[src/rtl/scbd_pkg.sv]
// ----------------------------------------------------------------------------
// scbd_pkg
// Shared types and constants for the sound-CPU bus decoder.
// ----------------------------------------------------------------------------
package scbd_pkg;

    typedef enum logic [3:0] {
        TGT_LOCAL  = 4'd0,
        TGT_FM     = 4'd1,
        TGT_VDATA  = 4'd2,
        TGT_VCTRL  = 4'd3,
        TGT_VCOUNT = 4'd4,
        TGT_HCOUNT = 4'd5,
        TGT_TONE   = 4'd6,
        TGT_VTEST  = 4'd7,
        TGT_MAIN   = 4'd8
    } t_target;

    typedef enum logic {
        OP_READ  = 1'b0,
        OP_WRITE = 1'b1
    } t_op;

    // video port codes after masking the low address byte
    localparam logic [7:0] VP_DATA_HI = 8'h00;
    localparam logic [7:0] VP_DATA_LO = 8'h01;
    localparam logic [7:0] VP_CTRL_HI = 8'h04;
    localparam logic [7:0] VP_CTRL_LO = 8'h05;
    localparam logic [7:0] VP_VCNT_A  = 8'h08;
    localparam logic [7:0] VP_VCNT_B  = 8'h0C;
    localparam logic [7:0] VP_HCNT_A  = 8'h09;
    localparam logic [7:0] VP_HCNT_B  = 8'h0D;
    localparam logic [7:0] VP_TONE_A  = 8'h10;
    localparam logic [7:0] VP_TONE_B  = 8'h14;
    localparam logic [7:0] VP_TEST    = 8'h1C;
    localparam logic [7:0] VP_RD_MASK = 8'hFD;
    localparam logic [7:0] VP_WR_MASK = 8'hFC;

    localparam logic [7:0] PORT_PAGE  = 8'h7F;
    localparam logic [7:0] FILL_BYTE  = 8'hFF;
    localparam logic [2:0] HIGH_BANK  = 3'b111;
    localparam int         BANK_W     = 9;

    typedef struct packed {
        logic        operation;
        logic [15:0] address;
        logic [7:0]  write_data;
        logic        sound_reset;
    } t_req;

    typedef struct packed {
        t_target     target;
        logic [7:0]  fixed_rd;
        logic        use_ram;
        logic        high_byte;
        logic [23:0] device_address;
        logic [7:0]  device_data;
        logic        device_write;
        logic        ram_we;
        logic        bank_we;
    } t_dec;

endpackage

[src/rtl/scbd_decode.sv]
// ----------------------------------------------------------------------------
// scbd_decode
// Address decode of one bus access, main-bus window and RAM mirroring.
// ----------------------------------------------------------------------------
module scbd_decode
    import scbd_pkg::*;
#(
    parameter int RAM_DEPTH = 8192
) (
    input  t_req                         i_req,
    input  logic [BANK_W-1:0]            i_bank,
    output t_dec                         o_dec,
    output logic [$clog2(RAM_DEPTH)-1:0] o_ram_idx
);

    localparam int AW = $clog2(RAM_DEPTH);

    logic [3:0]  w_page;
    logic [7:0]  w_rsel;
    logic [7:0]  w_wsel;
    logic        w_ports;
    logic [23:0] w_main;
    logic [17:0] w_rem;

    assign w_page  = i_req.address[15:12];
    assign w_rsel  = i_req.address[7:0] & VP_RD_MASK;
    assign w_wsel  = i_req.address[7:0] & VP_WR_MASK;
    assign w_ports = (i_req.address[15:8] == PORT_PAGE);
    assign w_main  = {i_bank, i_req.address[14:0]};

    // mirror index: (address & 0x3fff) mod depth, quotient at most 15
    always_comb begin
        w_rem = {4'd0, i_req.address[13:0]};
        for (int k = 3; k >= 0; k--) begin
            if (w_rem >= 18'(RAM_DEPTH << k)) begin
                w_rem = w_rem - 18'(RAM_DEPTH << k);
            end
        end
    end

    assign o_ram_idx = w_rem[AW-1:0];

    always_comb begin
        o_dec = '0;
        o_dec.target = TGT_LOCAL;
        if (i_req.operation == OP_READ) begin
            case (w_page)
                4'h0, 4'h1, 4'h2, 4'h3: begin
                    o_dec.use_ram = 1'b1;
                end
                4'h4, 4'h5: begin
                    if (i_req.sound_reset) begin
                        o_dec.fixed_rd = FILL_BYTE;
                    end else begin
                        o_dec.target         = TGT_FM;
                        o_dec.device_address = {22'd0, i_req.address[1:0]};
                    end
                end
                4'h6: begin
                    o_dec.fixed_rd = FILL_BYTE;
                end
                4'h7: begin
                    if (w_ports) begin
                        case (w_rsel)
                            VP_DATA_HI: begin
                                o_dec.target    = TGT_VDATA;
                                o_dec.high_byte = 1'b1;
                            end
                            VP_DATA_LO: o_dec.target = TGT_VDATA;
                            VP_CTRL_HI: begin
                                o_dec.target    = TGT_VCTRL;
                                o_dec.high_byte = 1'b1;
                            end
                            VP_CTRL_LO: o_dec.target = TGT_VCTRL;
                            VP_VCNT_A, VP_VCNT_B: o_dec.target = TGT_VCOUNT;
                            VP_HCNT_A, VP_HCNT_B: o_dec.target = TGT_HCOUNT;
                            default: ;
                        endcase
                    end
                end
                default: begin
                    if (i_bank[BANK_W-1 -: 3] == HIGH_BANK) begin
                        o_dec.fixed_rd = FILL_BYTE;
                    end else begin
                        o_dec.target         = TGT_MAIN;
                        o_dec.device_address = w_main;
                    end
                end
            endcase
        end else begin
            case (w_page)
                4'h0, 4'h1, 4'h2, 4'h3: begin
                    o_dec.ram_we = 1'b1;
                end
                4'h4, 4'h5: begin
                    if (!i_req.sound_reset) begin
                        o_dec.target         = TGT_FM;
                        o_dec.device_address = {22'd0, i_req.address[1:0]};
                        o_dec.device_write   = 1'b1;
                    end
                end
                4'h6: begin
                    o_dec.bank_we = (i_req.address[11:8] == 4'h0);
                end
                4'h7: begin
                    if (w_ports) begin
                        case (w_wsel)
                            VP_DATA_HI: begin
                                o_dec.target       = TGT_VDATA;
                                o_dec.device_write = 1'b1;
                            end
                            VP_CTRL_HI: begin
                                o_dec.target       = TGT_VCTRL;
                                o_dec.device_write = 1'b1;
                            end
                            VP_TONE_A, VP_TONE_B: begin
                                if (i_req.address[0]) begin
                                    o_dec.target       = TGT_TONE;
                                    o_dec.device_write = 1'b1;
                                end
                            end
                            VP_TEST: begin
                                o_dec.target       = TGT_VTEST;
                                o_dec.device_write = 1'b1;
                            end
                            default: ;
                        endcase
                    end
                end
                default: begin
                    o_dec.target         = TGT_MAIN;
                    o_dec.device_address = w_main;
                    o_dec.device_write   = 1'b1;
                end
            endcase
            if (o_dec.device_write) begin
                o_dec.device_data = i_req.write_data;
            end
        end
    end

endmodule

[config.mk]
export PLATFORM = sky130hd
export DESIGN_NAME = scbd_decode
export DESIGN_NICKNAME = d
export VERILOG_FILES = /design/src/rtl/scbd_pkg.sv /design/src/rtl/scbd_decode.sv
export SDC_FILE = /design/constraint.sdc
export NUM_CORES = 1
export LEC_CHECK = 0
export BUFFER_PORTS_ARGS = -buffer_cell sky130_fd_sc_hd__buf_4
export CAP_MARGIN = 15
export CORE_MARGIN = 5
export CORE_UTILIZATION = 34
export DETAILED_ROUTE_END_ITERATION = 8
export GPL_TIMING_DRIVEN = 0
export PLACE_DENSITY = 0.92
export SYNTH_ARGS = -nofsm -noshare
export SYNTH_HDL_FRONTEND = slang
export SYNTH_SLANG_ARGS = --single-unit
[constraint.sdc]
create_clock -name vclk -period 1.96
set_input_delay 0.294 -clock vclk [all_inputs]
set_output_delay 0.294 -clock vclk [all_outputs]
set_load 0.02 [all_outputs]
==> metrics.txt, run 1 <==
status=complete, no violations; Initial Util=35.06%; Total GRT Usage=16.64%; post-synth top area cell=buf_4; antenna violations before repair=0; top sig layer=met3; Worst Setup Start Kind=primary input; Final #Nets=253; Setup TNS=0 ns; Routability Congestion=0.6870; FFs & Latches=0; Area growth, synth to finish=100.3%; pwr dens=235.5 mW/mm²; n_diodes=0; unrepaired setup endpoints after global routing=false; final hold vios=0; Place WS=-0.02248 ns; Crit path max-delay family=buffers and inverters; CP Capture Type=primary output; endpoints failing setup=0; MaxCap Viol Count=0; PortBufs=94; Cell Area, Placed=0.001505 mm²; synth top area cells=buf_4, and2_1, o22ai_1, nand3_1, nand2_1; grt total ovfl=0; syn_area_per_cell=6.339 µm²; max-slew violations=0; filler instances=207; first-pass GRT wire length=4623 µm; Post-CTS Hold Buffers=0; most frequent cell after synthesis=and2_1; Worst-Margin Slew=0.6601 ns; total I/O pin count=97; Hold Crit Class=in -> out; core region area=0.002170 mm²; Seq/Total Area, Yosys=0%; routed len/inst=12.43 µm; Die H=57.30 µm; final period utilization=92.07%; share of layout cells above drive strength 1=59.72%; number of global-route vias before repair=1041; Mapped Area=760.7 µm²; final HPWL from detailed placement=2550 µm; synth cell count leaders=and2_1, buf_4, nand2_1, nand3_1, o22ai_1; placed insts=242; DRC violations left=0; Yosys top cell area share=19.74%; Rows=17; Met3 Wirelength=299 µm; Crit Path Class=in -> out; worst endpoint required time=1.67 ns; via/cell ratio=4.795; cells along the critical path=buf_2, and3b_1, a21oi_2, clkbuf_1, and2_2, buf_4; Post-DRT Antenna Nets=0; WL met1=1100 µm; Met2 Wirelength=1633 µm; Slowest cell on crit path=clkbuf_1; Die Wd=57.30 µm; crit path buf inv count=3; fin crit period=1.805 ns; Post-Route WL=3034 µm; VDD IR max=0.0001804 V; Max Fclk=554.1 MHz; yosys warns=0; CP max FO=10; largest net degree at the start of global routing=11; DR pass1 iterations=4; Final Non-Filler Cells=244; Setup WS post-layout=0.1554 ns; Netlist cell types=33; FF/Latch Area=0 µm²; Cells after Synth=120; post-synth net total=155; die footprint=0.003283 mm²; Static Leak=0.8032 nW; clock buf count=0; CP arrival=1.51 ns; max_slew headroom=55.99%; DR vias=1170; post-route cell area=0.001524 mm²; Largest stage delay, worst path=0.28 ns; DR iter-0 viols=31; WHS=0.7875 ns
[layout by cell type, fill, tap and decap left out]
cell / Yosys / final
nand4_1: 1 / 1
buf_2: 4 / 4
clkbuf_1: 3 / 3
nand4b_1: 1 / 1
nor4bb_1: 1 / 1
nand2_1: 11 / 11
and2_1: 22 / 22
nand3_1: 9 / 9
clkbuf_2: 1 / 1
and4_1: 2 / 2
inv_1: 3 / 3
nor4b_4: 1 / 1
nor3_1: 3 / 3
a21oi_1: 4 / 3
nand4_4: 1 / 1
o22ai_1: 9 / 9
nor2b_1: 4 / 4
o2111ai_1: 1 / 1
or2_2: 1 / 1
and2_2: 1 / 1
nor4_2: 1 / 1
a221o_1: 1 / 1
buf_4: 20 / 117
or4_1: 1 / 1
o21ai_0: 2 / 2
and3_1: 1 / 1
o21a_1: 2 / 2
a211oi_1: 1 / 1
and3b_1: 1 / 1
a21oi_2: 1 / 2
nor2_1: 4 / 4
o21bai_1: 1 / 1
[stage by stage]
stage	utilization [%]	power, mW
after detailed placement	69.38	0.3577
after CTS	70.42	0.3610
final	70.24	0.3589
after global placement	69.38	0.3545
after floorplan	-	0.1865
after global routing	70.24	0.3844
[layer usage]
metal | GRT usage, % | vias to the layer above
met5 | 0 | -
met4 | 0 | 0
met3 | 3.394 | 0
met2 | 31.97 | 48
met1 | 20.03 | 531
li1 | - | 591
[final timing paths]
| check | from | to | slack (ns) | depth (start not counted) |
|---|---|---|---|---|
| max | i_req[25] | o_dec[18] | 0.16 | 6 |
| min | i_req[13] | o_ram_idx[4] | 0.79 | 2 |
[report_power, final]
part	switching [mW]	leakage (nW)	total (mW)	internal (mW)
registers	0	0	0	0
clock network	0	0	0	0
logic	0.182	0.803	0.359	0.177
total	0.182	0.803	0.359	0.177
[repair_timing]
| action | CTS | global route |
|---|---|---|
| buffers inserted | 3 | 0 |
| resized for setup | 0 | 0 |
| endpoints found under the setup margin | 1 | 1 |
| pin swaps | 1 | 0 |
[cell families (layout without fill, tap and decap cells)]
logic type	Yosys count	after routing	synth area share, %
AO/OA/AOI/OAI	22	22	18.91
AND/OR/NAND/NOR	66	66	54.61
buffers and inverters	32	128	26.48
[area by class of cell]
| type | count | area (µm²) | area share [%] |
|---|---|---|---|
| multi-input combinational | 88 | 563.0 | 36.95 |
| timing repair buffer | 97 | 728.2 | 47.78 |
| buffer | 28 | 186.4 | 12.23 |
| inverter | 3 | 11.26 | 0.7389 |
| tap | 28 | 35.03 | 2.299 |
No activity file was read; power rests on OpenSTA's default activity.
==> run 2, diff against run 1 <==
CORE_MARGIN = not set   (was 5)
==> metrics.txt, run 2 (synthesis gave the netlist of run 1 again) <==
FFs & Latches=0 (unchanged); Setup TNS=0 ns (unchanged); FF/Latch Area=0 µm² (unchanged); most frequent cells in the layout=buf_4, and2_1, nand2_1; DR iter-0 viols=20 (-35%); grt total ovfl=0 (unchanged); Place WS=-0.002610 ns (+0.01987 ns); share of layout cells above drive strength 1=59.72% (unchanged); Static Leak=0.8020 nW (-0.15%); via/cell ratio=4.794 (about the same); worst endpoint required time=1.67 ns (about the same); die footprint=0.002430 mm² (-26%); Max Fclk=539.0 MHz (-2.7%); CP Capture Type=primary output; max-slew violations=0 (unchanged); internal power=176.5 µW (about the same); Final #Nets=253 (unchanged); MaxCap Viol Count=0 (unchanged); Rows=16 (-1); Die H=49.30 µm (-14%); Reg power frac=0% (unchanged); Post-Route WL=2755 µm (-9.2%); Worst Setup Start Kind=primary input; CP max FO=10 (unchanged); unrepaired setup endpoints after global routing=false; DR pass1 iterations=4 (unchanged); cell mode on critical path=buf_4; final core utilization=74.45% (+4.2 points); number of global-route vias before repair=991 (-4.8%); clock buf count=0 (unchanged); routed len/inst=11.34 µm (-8.8%); Largest stage delay, worst path=0.40 ns (+0.12 ns); sw frac=50.58% (-0.19 points); P_sw=180.7 µW (-0.83%); DRC violations left=0 (unchanged); Area growth, synth to finish=99.84%; Final Power=357.3 µW (-0.45%); VDD IR max=0.0001815 V (+0.65%); clock share of power=0% (unchanged); WHS=0.7858 ns (-0.001709 ns); final period utilization=94.65% (+2.6 points); fin crit period=1.855 ns (+0.05059 ns); PortBufs=94 (unchanged); DR vias=1165 (-0.43%); final hold vios=0 (unchanged); Combinational Power Share=100.0% (about the same); Initial Util=37.25% (+2.2 points); total I/O pin count=97 (unchanged); Crit path max-delay family=buffers and inverters; commonest non-fill, non-tap cell in the layout=buf_4; max_slew headroom=52.53% (-3.5 points); Total GRT Usage=20.57% (+3.9 points); Slowest cell on crit path=buf_1; final HPWL from detailed placement=2251 µm (-12%); Worst-Margin Slew=0.7120 ns (+0.05187 ns); CP arrival=1.56 ns (+0.05 ns); first-pass GRT wire length=4174 µm (-9.7%); Hold Crit Class=in -> out; n_diodes=0 (unchanged); largest net degree at the start of global routing=11 (unchanged); cells along the critical path=buf_4, and4_1, buf_1, nand4_4, nor4_2, buf_4; Setup WS post-layout=0.1048 ns (-0.05059 ns); status=complete, no violations; Routability Congestion=0.7566 (+10%); crit path buf inv count=3 (unchanged); Die Wd=49.30 µm (-14%); Post-DRT Antenna Nets=0 (unchanged); endpoints failing setup=0 (unchanged); Crit Path Class=in -> out; pwr dens=235.0 mW/mm² (-0.20%); core region area=0.002042 mm² (-5.9%); antenna violations before repair=0 (unchanged)
[run 2: area by class of cell]
cell class	instances	area, µm²
inverter	3	11.26
multi-input combinational	88	563.0
tap	27	33.78
fill	172	521.8
buffer	29	191.4
timing repair buffer	96	720.7
[run 2: final timing paths]
check  startpoint           end  cells past startpoint  slack [ns]
max     i_req[19]     o_dec[35]                      6        0.10
min     i_req[13]  o_ram_idx[4]                      2        0.79
[run 2: metrics by stage]
| step | instances | cell area, µm² |
|---|---|---|
| after detailed placement | 241 | 1504 |
| after global placement | 241 | 1504 |
| final | 243 | 1520 |
| after CTS | 243 | 1519 |
| after global routing | 243 | 1520 |
| after floorplan | 120 | 764.5 |
[run 2: timing repair]
action / in CTS / in global routing
setup buffers: 2 / 0
hold buffers: 0 / 0
pin swaps: 1 / 0
setup endpoints to repair: 1 / 10
gates resized for setup: 0 / 2
[run 2: power by group through the flow]
stage | registers, mW | logic (mW) | clock network [mW]
after floorplan | 0 | 0.186 | 0
after global placement | 0 | 0.349 | 0
after detailed placement | 0 | 0.356 | 0
after CTS | 0 | 0.358 | 0
after global routing | 0 | 0.379 | 0
final | 0 | 0.357 | 0
[run 2: routing by layer]
| layer | track usage [%] | up-vias | wire length (µm) |
|---|---|---|---|
| li1 | - | 593 | - |
| met1 | 23.26 | 514 | 1098 |
| met2 | 43.38 | 58 | 1461 |
| met3 | 0.6231 | 0 | 195 |
| met4 | 0 | 0 | 0 |
| met5 | 0 | - | 0 |
